<file path="src/design/ace_pkg.sv">
// ----------------------------------------------------------------------------
// ace_pkg: shared types and constants of the ARP cache engine
// Codes for commands, results, entry status and config registers, plus the
// flag bundle produced by the per-entry compare unit.
// ----------------------------------------------------------------------------
`default_nettype none

package ace_pkg;

	localparam int DEF_ENTRIES = 16;

	localparam int CFG_IDX_W = 2;
	localparam int CFG_W     = 32;
	localparam int IP_W      = 32;
	localparam int MAC_W     = 48;
	localparam int USE_W     = 16;
	localparam int TMR_W     = 8;
	localparam int CNT_W     = 4;
	localparam int ACT_W     = 3;
	localparam int OIDX_W    = 4;

	localparam logic [TMR_W-1:0] DEF_RETRY_TIMEOUT = 8'd5;
	localparam logic [CNT_W-1:0] DEF_MAX_RETRIES   = 4'd4;
	localparam logic [USE_W-1:0] DEF_USE_LIMIT     = 16'd255;

	// config register indexes
	localparam logic [CFG_IDX_W-1:0] REG_MY_IP         = 2'd0;
	localparam logic [CFG_IDX_W-1:0] REG_RETRY_TIMEOUT = 2'd1;
	localparam logic [CFG_IDX_W-1:0] REG_MAX_RETRIES   = 2'd2;
	localparam logic [CFG_IDX_W-1:0] REG_USE_LIMIT     = 2'd3;

	// input commands
	localparam logic [1:0] CMD_SEND = 2'd0;
	localparam logic [1:0] CMD_RECV = 2'd1;
	localparam logic [1:0] CMD_TICK = 2'd2;
	localparam logic [1:0] CMD_NONE = 2'd3;

	// result actions
	localparam logic [ACT_W-1:0] ACT_TRANSMIT = 3'd0;
	localparam logic [ACT_W-1:0] ACT_HOLD     = 3'd1;
	localparam logic [ACT_W-1:0] ACT_REQUEST  = 3'd2;
	localparam logic [ACT_W-1:0] ACT_REPLY    = 3'd3;
	localparam logic [ACT_W-1:0] ACT_RELEASE  = 3'd4;
	localparam logic [ACT_W-1:0] ACT_DISCARD  = 3'd5;
	localparam logic [ACT_W-1:0] ACT_FULL     = 3'd6;

	// entry status
	localparam logic [1:0] ST_FREE    = 2'd0;
	localparam logic [1:0] ST_VALID   = 2'd1;
	localparam logic [1:0] ST_PENDING = 2'd2;

	typedef enum logic [4:0] {
		S_IDLE  = 5'b00001,
		S_SCAN  = 5'b00010,
		S_APPLY = 5'b00100,
		S_SCAN2 = 5'b01000,
		S_FLUSH = 5'b10000
	} state_t;

	// flags of one table entry against the current item
	typedef struct packed {
		logic is_free;
		logic is_pend;
		logic ip_hit;
		logic use_le;
		logic tmr_gt1;
		logic cnt_done;
	} cmp_t;

endpackage

`default_nettype wire

</file>
<file path="src/design/arp_cache_engine_top.sv">
// ----------------------------------------------------------------------------
// arp_cache_engine_top: IP-to-MAC cache with least-used eviction
// Sequencer walking the table one entry per cycle (paused on output stalls)
// via a shared compare unit; emits action results through a registered output
// ----------------------------------------------------------------------------
// Usage:
//   Input channel (in_valid/in_stall) carries one command: send lookup,
//   received ARP packet or timer tick. in_stall is high while an item is
//   being worked on; the block takes one item at a time.
//   Output channel (out_valid/out_stall) carries result transfers; last
//   marks the final result of an item. A lookup gives one result, a tick
//   or a received reply may give none or several.
//   A lookup or received packet runs a table scan and an apply step; a
//   received reply adds a second scan to release pending entries, a tick
//   has the scan only. A scan visits one entry per cycle unless the output
//   stalls. Ignored packets and unknown commands start no scan.
//   When the receiver stalls, results wait in a one-deep hold stage and the
//   output register; the scan pauses until the output frees up.
//   Config writes (cfg_we) are registered and must be made while idle.
//   Reset clears all entries to free and loads default register values.
// ----------------------------------------------------------------------------
`default_nettype none

module arp_cache_engine_top #(
	parameter int TABLE_ENTRIES = ace_pkg::DEF_ENTRIES
) (
	input  logic                           clk,
	input  logic                           arst_n,
	input  logic                           cfg_we,
	input  logic [ace_pkg::CFG_IDX_W-1:0]  cfg_index,
	input  logic [ace_pkg::CFG_W-1:0]      cfg_data,
	input  logic                           in_valid,
	output logic                           in_stall,
	input  logic [1:0]                     command,
	input  logic [ace_pkg::IP_W-1:0]       ip_addr,
	input  logic [ace_pkg::MAC_W-1:0]      mac_addr,
	input  logic [ace_pkg::IP_W-1:0]       target_ip,
	input  logic                           is_request,
	output logic                           out_valid,
	input  logic                           out_stall,
	output logic [ace_pkg::ACT_W-1:0]      action,
	output logic [ace_pkg::OIDX_W-1:0]     entry_index,
	output logic [ace_pkg::IP_W-1:0]       peer_ip,
	output logic [ace_pkg::MAC_W-1:0]      peer_mac,
	output logic                           last
);
	import ace_pkg::*;

	localparam int IDX_W = (TABLE_ENTRIES > 1) ? $clog2(TABLE_ENTRIES) : 1;
	localparam logic [IDX_W-1:0] LAST_IDX = IDX_W'(TABLE_ENTRIES - 1);

	// config registers
	logic [IP_W-1:0]  my_ip_q;
	logic [TMR_W-1:0] retry_timeout_q;
	logic [CNT_W-1:0] max_retries_q;
	logic [USE_W-1:0] use_limit_q;

	// entry table
	logic [1:0]       st_q   [TABLE_ENTRIES];
	logic [IP_W-1:0]  eip_q  [TABLE_ENTRIES];
	logic [MAC_W-1:0] emac_q [TABLE_ENTRIES];
	logic [USE_W-1:0] use_q  [TABLE_ENTRIES];
	logic [TMR_W-1:0] tmr_q  [TABLE_ENTRIES];
	logic [CNT_W-1:0] cnt_q  [TABLE_ENTRIES];

	// sequencer and item
	state_t           state_q;
	logic [IDX_W-1:0] idx_q;
	logic [1:0]       cmd_q;
	logic [IP_W-1:0]  ip_q;
	logic [MAC_W-1:0] mac_q;
	logic             req_q;

	// scan trackers
	logic             hit_found_q, hit_pend_q, free_found_q, ev_found_q;
	logic [IDX_W-1:0] hit_idx_q, free_idx_q, ev_idx_q;
	logic [MAC_W-1:0] hit_mac_q;
	logic [USE_W-1:0] hit_use_q, minu_q;

	// hold stage and output register
	logic             hold_valid_q;
	logic [ACT_W-1:0] hold_act_q;
	logic [IDX_W-1:0] hold_idx_q;
	logic [IP_W-1:0]  hold_ip_q;
	logic [MAC_W-1:0] hold_mac_q;
	logic             out_valid_q, out_last_q;
	logic [ACT_W-1:0] out_act_q;
	logic [OIDX_W-1:0] out_idx_q;
	logic [IP_W-1:0]  out_ip_q;
	logic [MAC_W-1:0] out_mac_q;

	// entry under the pointer
	logic [1:0]       rd_st;
	logic [IP_W-1:0]  rd_ip;
	logic [MAC_W-1:0] rd_mac;
	logic [USE_W-1:0] rd_use;
	logic [TMR_W-1:0] rd_tmr;
	logic [CNT_W-1:0] rd_cnt;
	cmp_t             flags;

	// write and emit controls
	logic             st_we, ip_we, mac_we, use_we, tmr_we, cnt_we;
	logic [1:0]       st_wd;
	logic [MAC_W-1:0] mac_wd;
	logic [USE_W-1:0] use_wd;
	logic [TMR_W-1:0] tmr_wd;
	logic [CNT_W-1:0] cnt_wd;
	logic [IDX_W-1:0] wr_idx;
	logic             emit_now, step_go, slot_free, push_out, in_acc;
	logic [ACT_W-1:0] em_act;
	logic [IDX_W-1:0] em_idx;
	logic [IP_W-1:0]  em_ip;
	logic [MAC_W-1:0] em_mac;
	logic [IDX_W-1:0] alloc_idx;
	logic             alloc_ok;
	logic [USE_W:0]   use_inc;
	logic [IDX_W+OIDX_W-1:0] hold_idx_ext;

	assign rd_st  = st_q[idx_q];
	assign rd_ip  = eip_q[idx_q];
	assign rd_mac = emac_q[idx_q];
	assign rd_use = use_q[idx_q];
	assign rd_tmr = tmr_q[idx_q];
	assign rd_cnt = cnt_q[idx_q];

	ace_cmp_unit u_cmp (
		.status      (rd_st),
		.entry_ip    (rd_ip),
		.use_cnt     (rd_use),
		.timer       (rd_tmr),
		.retries     (rd_cnt),
		.key_ip      (ip_q),
		.min_use     (minu_q),
		.max_retries (max_retries_q),
		.flags       (flags)
	);

	assign in_stall  = (state_q != S_IDLE);
	assign in_acc    = in_valid && !in_stall;
	assign slot_free = !out_valid_q || !out_stall;

	// pick the allocation slot: first free, else eviction victim
	assign alloc_ok  = free_found_q || ev_found_q;
	assign alloc_idx = free_found_q ? free_idx_q : ev_idx_q;
	assign use_inc   = {1'b0, hit_use_q} + (USE_W+1)'(1);

	// decide table writes and emitted result for this cycle
	always_comb begin
		st_we = 1'b0; ip_we = 1'b0; mac_we = 1'b0;
		use_we = 1'b0; tmr_we = 1'b0; cnt_we = 1'b0;
		st_wd = ST_FREE; mac_wd = mac_q; use_wd = '0; tmr_wd = '0; cnt_wd = '0;
		wr_idx = idx_q;
		emit_now = 1'b0;
		em_act = ACT_TRANSMIT; em_idx = idx_q; em_ip = ip_q; em_mac = '0;
		unique case (state_q)
			S_SCAN: begin
				if (cmd_q == CMD_TICK && flags.is_pend) begin
					if (flags.tmr_gt1) begin
						tmr_we = 1'b1;
						tmr_wd = rd_tmr - TMR_W'(1);
					end else if (flags.cnt_done) begin
						st_we = 1'b1;
						st_wd = ST_FREE;
						emit_now = 1'b1;
						em_act = ACT_DISCARD;
						em_ip = rd_ip;
					end else begin
						cnt_we = 1'b1;
						cnt_wd = rd_cnt + CNT_W'(1);
						tmr_we = 1'b1;
						tmr_wd = retry_timeout_q;
						emit_now = 1'b1;
						em_act = ACT_REQUEST;
						em_ip = rd_ip;
					end
				end
			end
			S_APPLY: begin
				if (cmd_q == CMD_SEND) begin
					if (hit_found_q && !hit_pend_q) begin
						wr_idx = hit_idx_q;
						use_we = 1'b1;
						use_wd = (use_inc > {1'b0, use_limit_q}) ? use_limit_q
							: use_inc[USE_W-1:0];
						emit_now = 1'b1;
						em_act = ACT_TRANSMIT;
						em_idx = hit_idx_q;
						em_mac = hit_mac_q;
					end else if (hit_found_q) begin
						emit_now = 1'b1;
						em_act = ACT_HOLD;
						em_idx = hit_idx_q;
					end else if (alloc_ok) begin
						wr_idx = alloc_idx;
						st_we = 1'b1; st_wd = ST_PENDING;
						ip_we = 1'b1;
						mac_we = 1'b1; mac_wd = '0;
						use_we = 1'b1; use_wd = '0;
						tmr_we = 1'b1; tmr_wd = retry_timeout_q;
						cnt_we = 1'b1; cnt_wd = '0;
						emit_now = 1'b1;
						em_act = ACT_REQUEST;
						em_idx = alloc_idx;
					end else begin
						emit_now = 1'b1;
						em_act = ACT_FULL;
						em_idx = '0;
					end
				end else begin
					if (hit_found_q) begin
						wr_idx = hit_idx_q;
						mac_we = 1'b1;
						em_idx = hit_idx_q;
					end else if (free_found_q) begin
						wr_idx = free_idx_q;
						st_we = 1'b1; st_wd = ST_VALID;
						ip_we = 1'b1; mac_we = 1'b1;
						use_we = 1'b1; use_wd = '0;
						tmr_we = 1'b1; tmr_wd = '0;
						cnt_we = 1'b1; cnt_wd = '0;
						em_idx = free_idx_q;
					end else begin
						em_idx = '0;
					end
					emit_now = req_q;
					em_act = ACT_REPLY;
					em_mac = mac_q;
				end
			end
			S_SCAN2: begin
				if (flags.is_pend && flags.ip_hit) begin
					st_we = 1'b1;
					st_wd = ST_VALID;
					emit_now = 1'b1;
					em_act = ACT_RELEASE;
					em_ip = rd_ip;
					em_mac = rd_mac;
				end
			end
			S_IDLE, S_FLUSH: begin
			end
			default: begin
			end
		endcase
	end

	// pause the scan when a new result finds hold and output both busy
	assign step_go  = !(emit_now && hold_valid_q && !slot_free);
	assign push_out = hold_valid_q && slot_free &&
		((emit_now && step_go) || (state_q == S_FLUSH));

	// config registers
	always_ff @(posedge clk or negedge arst_n) begin
		if (!arst_n) begin
			my_ip_q         <= '0;
			retry_timeout_q <= DEF_RETRY_TIMEOUT;
			max_retries_q   <= DEF_MAX_RETRIES;
			use_limit_q     <= DEF_USE_LIMIT;
		end else if (cfg_we) begin
			unique case (cfg_index)
				REG_MY_IP:         my_ip_q         <= cfg_data[IP_W-1:0];
				REG_RETRY_TIMEOUT: retry_timeout_q <= cfg_data[TMR_W-1:0];
				REG_MAX_RETRIES:   max_retries_q   <= cfg_data[CNT_W-1:0];
				REG_USE_LIMIT:     use_limit_q     <= cfg_data[USE_W-1:0];
				default: begin
				end
			endcase
		end
	end

	// entry status, cleared at reset
	always_ff @(posedge clk or negedge arst_n) begin
		if (!arst_n) begin
			for (int i = 0; i < TABLE_ENTRIES; i++) st_q[i] <= ST_FREE;
		end else if (st_we && step_go) begin
			st_q[wr_idx] <= st_wd;
		end
	end

	// entry payload fields
	always_ff @(posedge clk) begin
		if (step_go) begin
			if (ip_we)  eip_q[wr_idx]  <= ip_q;
			if (mac_we) emac_q[wr_idx] <= mac_wd;
			if (use_we) use_q[wr_idx]  <= use_wd;
			if (tmr_we) tmr_q[wr_idx]  <= tmr_wd;
			if (cnt_we) cnt_q[wr_idx]  <= cnt_wd;
		end
	end

	// latch the accepted item
	always_ff @(posedge clk) begin
		if (in_acc) begin
			cmd_q <= command;
			ip_q  <= ip_addr;
			mac_q <= mac_addr;
			req_q <= is_request;
		end
	end

	// sequencer
	always_ff @(posedge clk or negedge arst_n) begin
		if (!arst_n) begin
			state_q <= S_IDLE;
			idx_q   <= '0;
		end else begin
			unique case (state_q)
				S_IDLE: begin
					idx_q <= '0;
					if (in_acc && command != CMD_NONE &&
						!(command == CMD_RECV && target_ip != my_ip_q)) begin
						state_q <= S_SCAN;
					end
				end
				S_SCAN: begin
					if (step_go) begin
						if (idx_q == LAST_IDX) begin
							idx_q   <= '0;
							state_q <= (cmd_q == CMD_TICK) ? S_FLUSH : S_APPLY;
						end else begin
							idx_q <= idx_q + IDX_W'(1);
						end
					end
				end
				S_APPLY: begin
					idx_q   <= '0;
					state_q <= (cmd_q == CMD_RECV && !req_q) ? S_SCAN2 : S_FLUSH;
				end
				S_SCAN2: begin
					if (step_go) begin
						if (idx_q == LAST_IDX) begin
							idx_q   <= '0;
							state_q <= S_FLUSH;
						end else begin
							idx_q <= idx_q + IDX_W'(1);
						end
					end
				end
				S_FLUSH: begin
					if (!hold_valid_q || slot_free) state_q <= S_IDLE;
				end
				default: state_q <= S_IDLE;
			endcase
		end
	end

	// scan trackers: hit, first free, eviction candidate
	always_ff @(posedge clk) begin
		if (in_acc) begin
			hit_found_q  <= 1'b0;
			free_found_q <= 1'b0;
			ev_found_q   <= 1'b0;
			minu_q       <= use_limit_q;
		end else if (state_q == S_SCAN) begin
			if (flags.ip_hit && !flags.is_free && (cmd_q == CMD_SEND || !hit_found_q)) begin
				hit_found_q <= 1'b1;
				hit_idx_q   <= idx_q;
				hit_pend_q  <= flags.is_pend;
				hit_mac_q   <= rd_mac;
				hit_use_q   <= rd_use;
			end
			if (flags.is_free && !free_found_q) begin
				free_found_q <= 1'b1;
				free_idx_q   <= idx_q;
			end
			if (!flags.is_pend && flags.use_le) begin
				ev_found_q <= 1'b1;
				ev_idx_q   <= idx_q;
				minu_q     <= rd_use;
			end
		end
	end

	// hold stage: keeps one result until the next one shows whether it is last
	always_ff @(posedge clk or negedge arst_n) begin
		if (!arst_n) begin
			hold_valid_q <= 1'b0;
		end else if (emit_now && step_go) begin
			hold_valid_q <= 1'b1;
		end else if (push_out) begin
			hold_valid_q <= 1'b0;
		end
	end

	always_ff @(posedge clk) begin
		if (emit_now && step_go) begin
			hold_act_q <= em_act;
			hold_idx_q <= em_idx;
			hold_ip_q  <= em_ip;
			hold_mac_q <= em_mac;
		end
	end

	assign hold_idx_ext = {{OIDX_W{1'b0}}, hold_idx_q};

	// output register
	always_ff @(posedge clk or negedge arst_n) begin
		if (!arst_n) begin
			out_valid_q <= 1'b0;
		end else if (push_out) begin
			out_valid_q <= 1'b1;
		end else if (!out_stall) begin
			out_valid_q <= 1'b0;
		end
	end

	always_ff @(posedge clk) begin
		if (push_out) begin
			out_act_q  <= hold_act_q;
			out_idx_q  <= hold_idx_ext[OIDX_W-1:0];
			out_ip_q   <= hold_ip_q;
			out_mac_q  <= hold_mac_q;
			out_last_q <= (state_q == S_FLUSH);
		end
	end

	assign out_valid   = out_valid_q;
	assign action      = out_act_q;
	assign entry_index = out_idx_q;
	assign peer_ip     = out_ip_q;
	assign peer_mac    = out_mac_q;
	assign last        = out_last_q;

`ifndef SYNTH
	// every result is handed on before the block takes a new item
	a_idle_hold_empty: assert property (@(posedge clk) disable iff (!arst_n)
		(state_q == S_IDLE) |-> !hold_valid_q)
		else $error("hold stage busy while idle");

	// lookups and received packets do not touch the table during the first scan
	a_scan_no_write: assert property (@(posedge clk) disable iff (!arst_n)
		(state_q == S_SCAN && cmd_q != CMD_TICK) |-> !st_we && !tmr_we && !cnt_we)
		else $error("table written during lookup scan");

	// a stalled result is never overwritten
	a_out_no_overrun: assert property (@(posedge clk) disable iff (!arst_n)
		(out_valid_q && out_stall) |-> !push_out)
		else $error("output overwritten under stall");

	// the flush step only leaves once the held result has gone out
	a_flush_exit: assert property (@(posedge clk) disable iff (!arst_n)
		(state_q == S_FLUSH && hold_valid_q && !slot_free) |=> (state_q == S_FLUSH))
		else $error("flush left with result still held");
`endif

endmodule

`default_nettype wire

</file>
<file path="src/design/ace_cmp_unit.sv">
// ----------------------------------------------------------------------------
// ace_cmp_unit: shared compare unit
// Compares the table entry under the scan pointer with the current item and
// the running minimum; one entry is examined per cycle while the scan advances.
// ----------------------------------------------------------------------------
`default_nettype none

module ace_cmp_unit (
	input  logic [1:0]                 status,
	input  logic [ace_pkg::IP_W-1:0]   entry_ip,
	input  logic [ace_pkg::USE_W-1:0]  use_cnt,
	input  logic [ace_pkg::TMR_W-1:0]  timer,
	input  logic [ace_pkg::CNT_W-1:0]  retries,
	input  logic [ace_pkg::IP_W-1:0]   key_ip,
	input  logic [ace_pkg::USE_W-1:0]  min_use,
	input  logic [ace_pkg::CNT_W-1:0]  max_retries,
	output ace_pkg::cmp_t              flags
);
	import ace_pkg::*;

	// decode status and compare fields
	always_comb begin
		flags.is_free  = (status == ST_FREE);
		flags.is_pend  = (status == ST_PENDING);
		flags.ip_hit   = (entry_ip == key_ip);
		flags.use_le   = (use_cnt <= min_use);
		flags.tmr_gt1  = (timer > TMR_W'(1));
		flags.cnt_done = (retries >= max_retries);
	end

endmodule

`default_nettype wire
</file>
<file path="config.mk">
export PLATFORM = sky130hd
export DESIGN_NAME = arp_cache_engine_top
export DESIGN_NICKNAME = d
export VERILOG_FILES = /design/src/design/ace_pkg.sv /design/src/design/arp_cache_engine_top.sv /design/src/design/ace_cmp_unit.sv
export SDC_FILE = /design/constraint.sdc
export NUM_CORES = 2
export LEC_CHECK = 0
export ABC_AREA = 1
export ABC_CLOCK_PERIOD_IN_PS = 9900
export BUFFER_PORTS_ARGS = -buffer_cell sky130_fd_sc_hd__buf_2
export CAP_MARGIN = 20
export CELL_PAD_IN_SITES_DETAIL_PLACEMENT = 0
export CELL_PAD_IN_SITES_GLOBAL_PLACEMENT = 2
export CORE_ASPECT_RATIO = 0.7
export CORE_MARGIN = 1
export CORE_UTILIZATION = 47
export DETAILED_ROUTE_END_ITERATION = 8
export MAX_ROUTING_LAYER = met4
export PLACE_DENSITY = 0.86
export SLEW_MARGIN = 20
export SYNTH_ARGS = -nofsm -noshare
export SYNTH_HDL_FRONTEND = slang
export SYNTH_SLANG_ARGS = --single-unit
</file>
<file path="constraint.sdc">
create_clock -name clk -period 9.9 [get_ports clk]
set_clock_uncertainty 0.2 [all_clocks]
set_input_delay 0.495 -clock clk [delete_from_list [all_inputs] [get_ports clk]]
set_output_delay 0.495 -clock clk [all_outputs]
set_load 0.05 [all_outputs]
</file>
# Yosys cells after proc, flatten, opt, wreduce, memory -nomap -nowiden
# Memories as Yosys holds them, arrays and structs flattened.
# Index checks and enable logic that the tools add are counted.
# classes
addsub	4
order_cmp	7
eq_ne	25
mux	130
bitwise_logic	3
n_reduce_logical	59
# ops
cell	n
48-bit 2-to-1 mux	8
16-bit 2-to-1 mux	7
32-bit 2-to-1 mux	3
48-bit case mux with 2 select lines	1
4-bit 2-to-1 mux	21
32-bit case mux with 2 select lines	1
8-bit 2-to-1 mux	7
1-bit 2-to-1 mux	47
5-bit 2-to-1 mux	8
32-bit bitwise mux	1
32-bit equality test	1
32-bit inequality test	1
5-bit case mux with 5 select lines	1
3-bit 2-to-1 mux	8
1-bit logical AND	19
2-bit AND reduction	9
16-bit by 1-bit adder with 17-bit output (second input constant)	1
17-bit by 16-bit greater-than comparator with 1-bit output	1
16-bit <= comparator	1
8-bit case mux with 2 select lines	1
2-bit 2-to-1 mux	7
2-bit inequality test (second input constant)	7
1-bit zero test	13
5-bit greater-or-equal comparator (second input constant)	2
30 further kinds	52
# word_totals
regBits	457
mem_bits_rw	1728
in_bits	154
wordCells	280
mem_count	5
# memory_table
memory	words	word_bits	rd	rd_clocked_by_memory_dff	wr	line_no	source
emac_q	16	48	1	0	1	arp_cache_engine_top.sv:61	logic [MAC_W-1:0] emac_q [TABLE_ENTRIES];
eip_q	16	32	1	0	1	arp_cache_engine_top.sv:60	logic [IP_W-1:0] eip_q [TABLE_ENTRIES];
use_q	16	16	1	0	1	arp_cache_engine_top.sv:62	logic [USE_W-1:0] use_q [TABLE_ENTRIES];
tmr_q	16	8	1	0	1	arp_cache_engine_top.sv:63	logic [TMR_W-1:0] tmr_q [TABLE_ENTRIES];
cnt_q	16	4	1	0	1	arp_cache_engine_top.sv:64	logic [CNT_W-1:0] cnt_q [TABLE_ENTRIES];

# Longest topological paths before layout
# depth
word_depth	16
ltp_mapped	26
ltp_nobuf	21

# Modules after synthesis
# Synthesis repeated with hierarchy kept, for this count alone.
# hier_totals
cells_unflattened	6890
area_unflattened_um2	87635.3
# by_module_without_submodules
mod	instances	cells_each	area_per_inst_um2	seq_area_each_um2
arp_cache_engine_top	1	6672	86545.5	65082.4
ace_cmp_unit	1	218	1089.8	0.0

# Worst setup path after synthesis
# Ideal clock, no wire load.
# synth_path
path_kind	register to register
start	register idx_q[1]
end	register hit_idx_q[0] (enable)
arrival_ns	5.246
required_ns	9.181
setup_slack_ns	3.935
path_stages_with_launch	18
period_less_slack_ns	5.965
path_cell_list	dfrtp_1 buf_4 nand2_2 clkinv_2 buf_2 nand2_1 nor2_1 nor2_1 nand2_1 nand2_1 nand2_1 nand2_1 nand2_1 nor2_1 nand2_1 nor2_1 nand4_1 a21oi_1
# synth_between
elab_chain_cells	9
word_cells_on_any_way	11
classes_between	eq/ne: 1; mux: 3; bitwise: 1; reduce/logical: 5; memory: 1
# synth_rtl
item	line_no	source
from (decl)	arp_cache_engine_top.sv:68	logic [IDX_W-1:0] idx_q;
from (signal assigned)	arp_cache_engine_top.sv:321	idx_q <= idx_q + IDX_W'(1);
from (signal assigned)	arp_cache_engine_top.sv:335	idx_q <= idx_q + IDX_W'(1);
branches (longest 6 deep; another with memory 16 x 32 bit)	--	
1-bit logical AND * (2 in series)	arp_cache_engine_top.sv:355	if (flags.ip_hit && !flags.is_free && (cmd_q == CMD_SEND || !hit_found_q)) begin
3-bit AND reduction (no source line) *	--	
to (signal assigned)	arp_cache_engine_top.sv:357	hit_idx_q <= idx_q;
to (decl)	arp_cache_engine_top.sv:76	logic [IDX_W-1:0] hit_idx_q, free_idx_q, ev_idx_q;
# Every way passes the cells marked *. The select of a mux whose other input is x is not followed.
# A chain may end at the register's enable or synchronous reset.

# Final worst setup path
# layout_path
start	register idx_q[0]
end	memory emac_q[10][17] (enable)
# layout_between
elab_chain_cells	12
word_cells_on_any_way	26
classes_between	order compare: 1; eq/ne: 2; mux: 16; bitwise: 1; reduce/logical: 4; memory: 2
# layout_rtl
item	line_no
branches (longest 12 deep; another with memory 16 x 8 bit)	--
to (decl)	arp_cache_engine_top.sv:61
# Parallel ways; which one is timed is not known. The select of a mux whose other input is x is not followed.

==> run_results.csv <==
group,metric,value,unit
status,status,"finished, final reports clean",
pwr,vdd_drop_max,0.257,mV
critical_path,arrival,7.47,ns
global_route,antenna_found_initial,8,
floorplanning,die_x,520,um
global_route,grt_max_degree,224,
timing,finalCriticalPeriod,7.12,ns
clock_network,ctsResizeCount,0,
floorplanning,initial_core_util,0.475,
routing,dr.pass1.iters,6,
clock_network,cts_tree,"built",
placed_design,post-place-ws,3.07,ns
yosys,synth_cell_types,51,
cells_and_area,nets,7707,
clock_network,cts_sinks,2185,
timing,rsz0062_at_grt,"false",
cells_and_area,drive_gt1_frac,0.102,
routing,routed_via_density,5.65,
routing,num_vias,57400,
clock_network,numCtsBuffers,211,
routing,routed_wl,243,mm
routing,wl_met1,110,mm
cells_and_area,synthToLayoutAreaGrowth,13.6,%
timing,tns,0,ns
clock_network,clk_pin_slew,0.06,ns
routing,route.met2.wl,108,mm
floorplanning,die_h,364,um
yosys,avgSynthCellArea,12.2,um2
floorplanning,pin_count,244,
global_route,grt_pass1_vias,54300,
critical_path,crit_required,10.25,ns
yosys,yosysSeqAreaShare,0.738,
yosys,async_flop_share,0.0471,
clock_network,clockRootBuffer,"clkbuf_16",
clock_network,clock_latency,0.87,ns
routing,routedWlPerCell,23.9,um
clock_network,h-tree-depth,4,
timing,hold_violations,0,
yosys,synthesis.nets,7423,
cells_and_area,n_fill_cell,15600,
yosys,synthTopCellsByArea,"edfxtp_1 (71%), nand2_1 (7.2%), o21ai_0 (3.3%), nor2_1 (3.1%), dfrtp_1 (2.6%)",
clock_network,postCtsSetupRepairBufs,0,
floorplanning,core_area,0.186,mm2
yosys,netlist.area_leader.share,0.708,
critical_path,cp_cell_sequence,"buf_12 > buf_4 > nand2_1 > nand3_1 > nand2_1 > nor2_1 > nand2_1 > nand2_1 > nand2_1 > nand2_1 > nand2_1 > nor2_1 > nand2_1 > nor2_1 > nand4_2 > nand2_1 > nand2_2 > nand2_2 > nor2_4 > buf_4",
yosys,synth_area,0.0882,mm2
routing,route.detailed.drc,0,
yosys,synthCells,7228,
routing,drt-initial-drc-count,6119,
yosys,synth_seq_cells,2185,
global_route,grt_usage,0.262,
placed_design,routabilityCongestion,0.850,
critical_path,crit_family,"simple AND/OR/NAND/NOR gates",
placed_design,hpwl,130,mm
critical_path,worst_setup_path_end_kind,"flop",
timing,post-route-period-util,0.720,
timing,setup_viol,0,
timing,slew_headroom,0.172,
yosys,synth_edf_count,2079,
yosys,ys_warn_count,0,
timing,fin_ws,2.78,ns
critical_path,critPathKind,"reg -> reg",
yosys,yosys.area.top_type,"edfxtp_1",
clock_network,cts_max_path_buffers,4,
min_path,hp-class,"in -> async",
critical_path,cp_slowest_stage_delay,0.89,ns
critical_path,worst-path-max-fanout,223,
routing,wl_met3,20.2,mm
critical_path,start_kind,"flop",
timing,worst_pin_slew,1.24,ns
global_route,grt_overflow,0,
timing,drv_slew,0,
pwr,p_per_area,230,mW/mm2
flow_run,drv_cap,0,
critical_path,path_common_cell,"nand2_1",
global_route,grt_pass1_wl,359,mm
timing,max_clock_freq,140,MHz
pwr,p_leak,37.1,nW
timing,whs,0.0926,ns
floorplanning,num_rows,132,
routing,ant_nets,0,
floorplanning,dieArea,0.189,mm2
routing,routed.top_layer,"met4",
placed_design,portBuffers,243,
critical_path,crit_slowest_cell,"buf_4",
yosys,synth-main-ff-cell,"edfxtp_1",
critical_path,path_buf_inv,3,
[cell usage after synthesis, types with 4 or more instances]
master and count:
a221oi_1 83, buf_2 95, dfrtp_1 91, mux2_2 9, o31ai_1 7, clkbuf_1 271, edfxtp_1 2079, inv_1 304
a22oi_1 50, nand3_1 372, nand2_2 4, o21ai_1 16, xnor2_1 11, buf_4 15, buf_1 35, nor3_1 15
nor2_1 734, dfstp_2 12, o221ai_1 58, nand4_1 109, o21ai_0 590, nand2_1 1699, xor2_1 27, nor4_1 6
or2_2 14, o211ai_1 34, ha_1 41, o22ai_1 95, o2111ai_1 4, a21oi_1 314, inv_2 5
[state kept, by name, summed over array words and instances (netlist names), 48 cells and up]
signal      cells
emac_q        768
use_q         256
eip_q         512
peer_mac       48
cnt_q          64
tmr_q         128
mac_q          48
hit_mac_q      48
hold_mac_q     48
[final cells by class]
type                            count  area, um2  area share
Sequential cell                  2185      65100       0.650
Multi-Input combinational cell   4315      20600       0.205
Clock buffer                      269       5600      0.0559
Timing Repair Buffer              488       3500      0.0349
Tap cell                         2479       3100      0.0310
Inverter                          311       1210      0.0121
Clock inverter                    106       1090      0.0109
Antenna cell                        3       7.51   0.0000749
[metal layers]
metal	vias up	GRT usage
li1	26400	-
met1	28400	0.385
met2	2288	0.386
met3	314	0.0407
met4	0	0.0517
met5	-	-
[logic make-up (layout without fill, tap and decap cells)]
| group | count (synthesis) | in the layout | share of synthesized area |
|---|---|---|---|
| AOI/OAI and AO/OA | 1265 | 1265 | 0.0823 |
| xor gates and xnor gates | 38 | 38 | 0.00377 |
| adders and majority gates | 41 | 41 | 0.00582 |
| buffers and inverters | 728 | 1174 | 0.0331 |
| DFF | 2185 | 2185 | 0.738 |
| muxes | 10 | 10 | 0.00126 |
| other | 0 | 3 | 0 |
| and+or+nand+nor | 2961 | 2961 | 0.136 |
[worst reg2reg max path, stage by stage, from the launching register on]
cell,delay [ns]
dfrtp_4,0.75
buf_12,0.67
buf_4,1.29
nand2_1,0.16
nand3_1,0.12
nand2_1,0.07
nor2_1,0.15
nand2_1,0.08
nand2_1,0.08
nand2_1,0.05
nand2_1,0.13
nand2_1,0.10
nor2_1,0.09
nand2_1,0.05
nor2_1,0.48
nand4_2,0.35
nand2_1,0.20
nand2_2,0.34
nand2_2,0.76
nor2_4,0.33
buf_4,0.36
[through the flow]
| step | std cells | util | cell area (um2) | power [mW] |
|---|---|---|---|---|
| 2_1_floorplan | 7228 | - | 88200 | 13.8 |
| 3_3_place_gp | 9653 | 0.497 | 92200 | 15.1 |
| 3_5_place_dp | 9655 | 0.497 | 92200 | 15.2 |
| 4_1_cts | 10200 | 0.539 | 100000 | 23.2 |
| 5_1_grt | 10200 | 0.540 | 100000 | 24.0 |
| 6_report | 10200 | 0.540 | 100000 | 23.0 |
[placed cells by master (no fill, tap or decap), types with 5 or more instances in the layout]
cell / netlist / routed
or2_2: 14 / 14
clkbuf_1: 271 / 50
clkinv_1: 1 / 37
dfstp_2: 12 / 12
xnor2_1: 11 / 11
o22ai_1: 95 / 95
nor3_1: 15 / 14
nand2_1: 1699 / 1698
clkbuf_8: 0 / 6
clkbuf_16: 0 / 213
a22oi_1: 50 / 50
o221ai_1: 58 / 58
clkinvlp_4: 0 / 6
xor2_1: 27 / 27
o21ai_1: 16 / 16
inv_2: 5 / 5
buf_2: 95 / 242
o31ai_1: 7 / 7
nand3_1: 372 / 370
dfrtp_1: 91 / 87
edfxtp_1: 2079 / 2079
clkinv_2: 1 / 36
o21ai_0: 590 / 590
inv_6: 0 / 7
o211ai_1: 34 / 34
inv_1: 304 / 297
ha_1: 41 / 41
nor4_1: 6 / 6
nor2_1: 734 / 680
nor2_4: 0 / 36
buf_12: 0 / 11
dlygate4sd3_1: 0 / 120
nor2_2: 1 / 19
mux2_2: 9 / 9
bufinv_16: 0 / 22
nand4_1: 109 / 109
buf_4: 15 / 115
a221oi_1: 83 / 83
a21oi_1: 314 / 313
[where the power goes]
group / internal (mW) / switching (mW)
Sequential: 10.7 / 0.268
Combinational: 1.06 / 3.06
Clock: 4.55 / 3.43
Total: 16.3 / 6.76
[path summary, 6_finish.rpt]
check,slack (ns),endpoint,depth (start not counted),start
setup reg to reg,2.78,emac_q[10][17]$_DFFE_PP_,20,idx_q[0]$_DFFE_PN0P_
max in group asynchronous,8.16,idx_q[0]$_DFFE_PN0P_,3,arst_n
min in group clk,0.13,mac_q[43]$_DFFE_PP_,2,mac_addr[43]
hold reg to reg,0.22,entry_index[3]$_DFFE_PP_,0,hold_idx_q[3]$_DFFE_PP_
setup / recovery,2.78,emac_q[10][17]$_DFFE_PP_,20,idx_q[0]$_DFFE_PN0P_
hold / removal,0.09,use_limit_q[11]$_DFFE_PN0P_,2,arst_n
[repair_timing]
item                                    4_1_cts  5_1_grt
endpoints found under the setup margin        0        0
hold endpoints to repair                    207        0
hold buffers                                120        0
(Power assumes the default switching activity.)
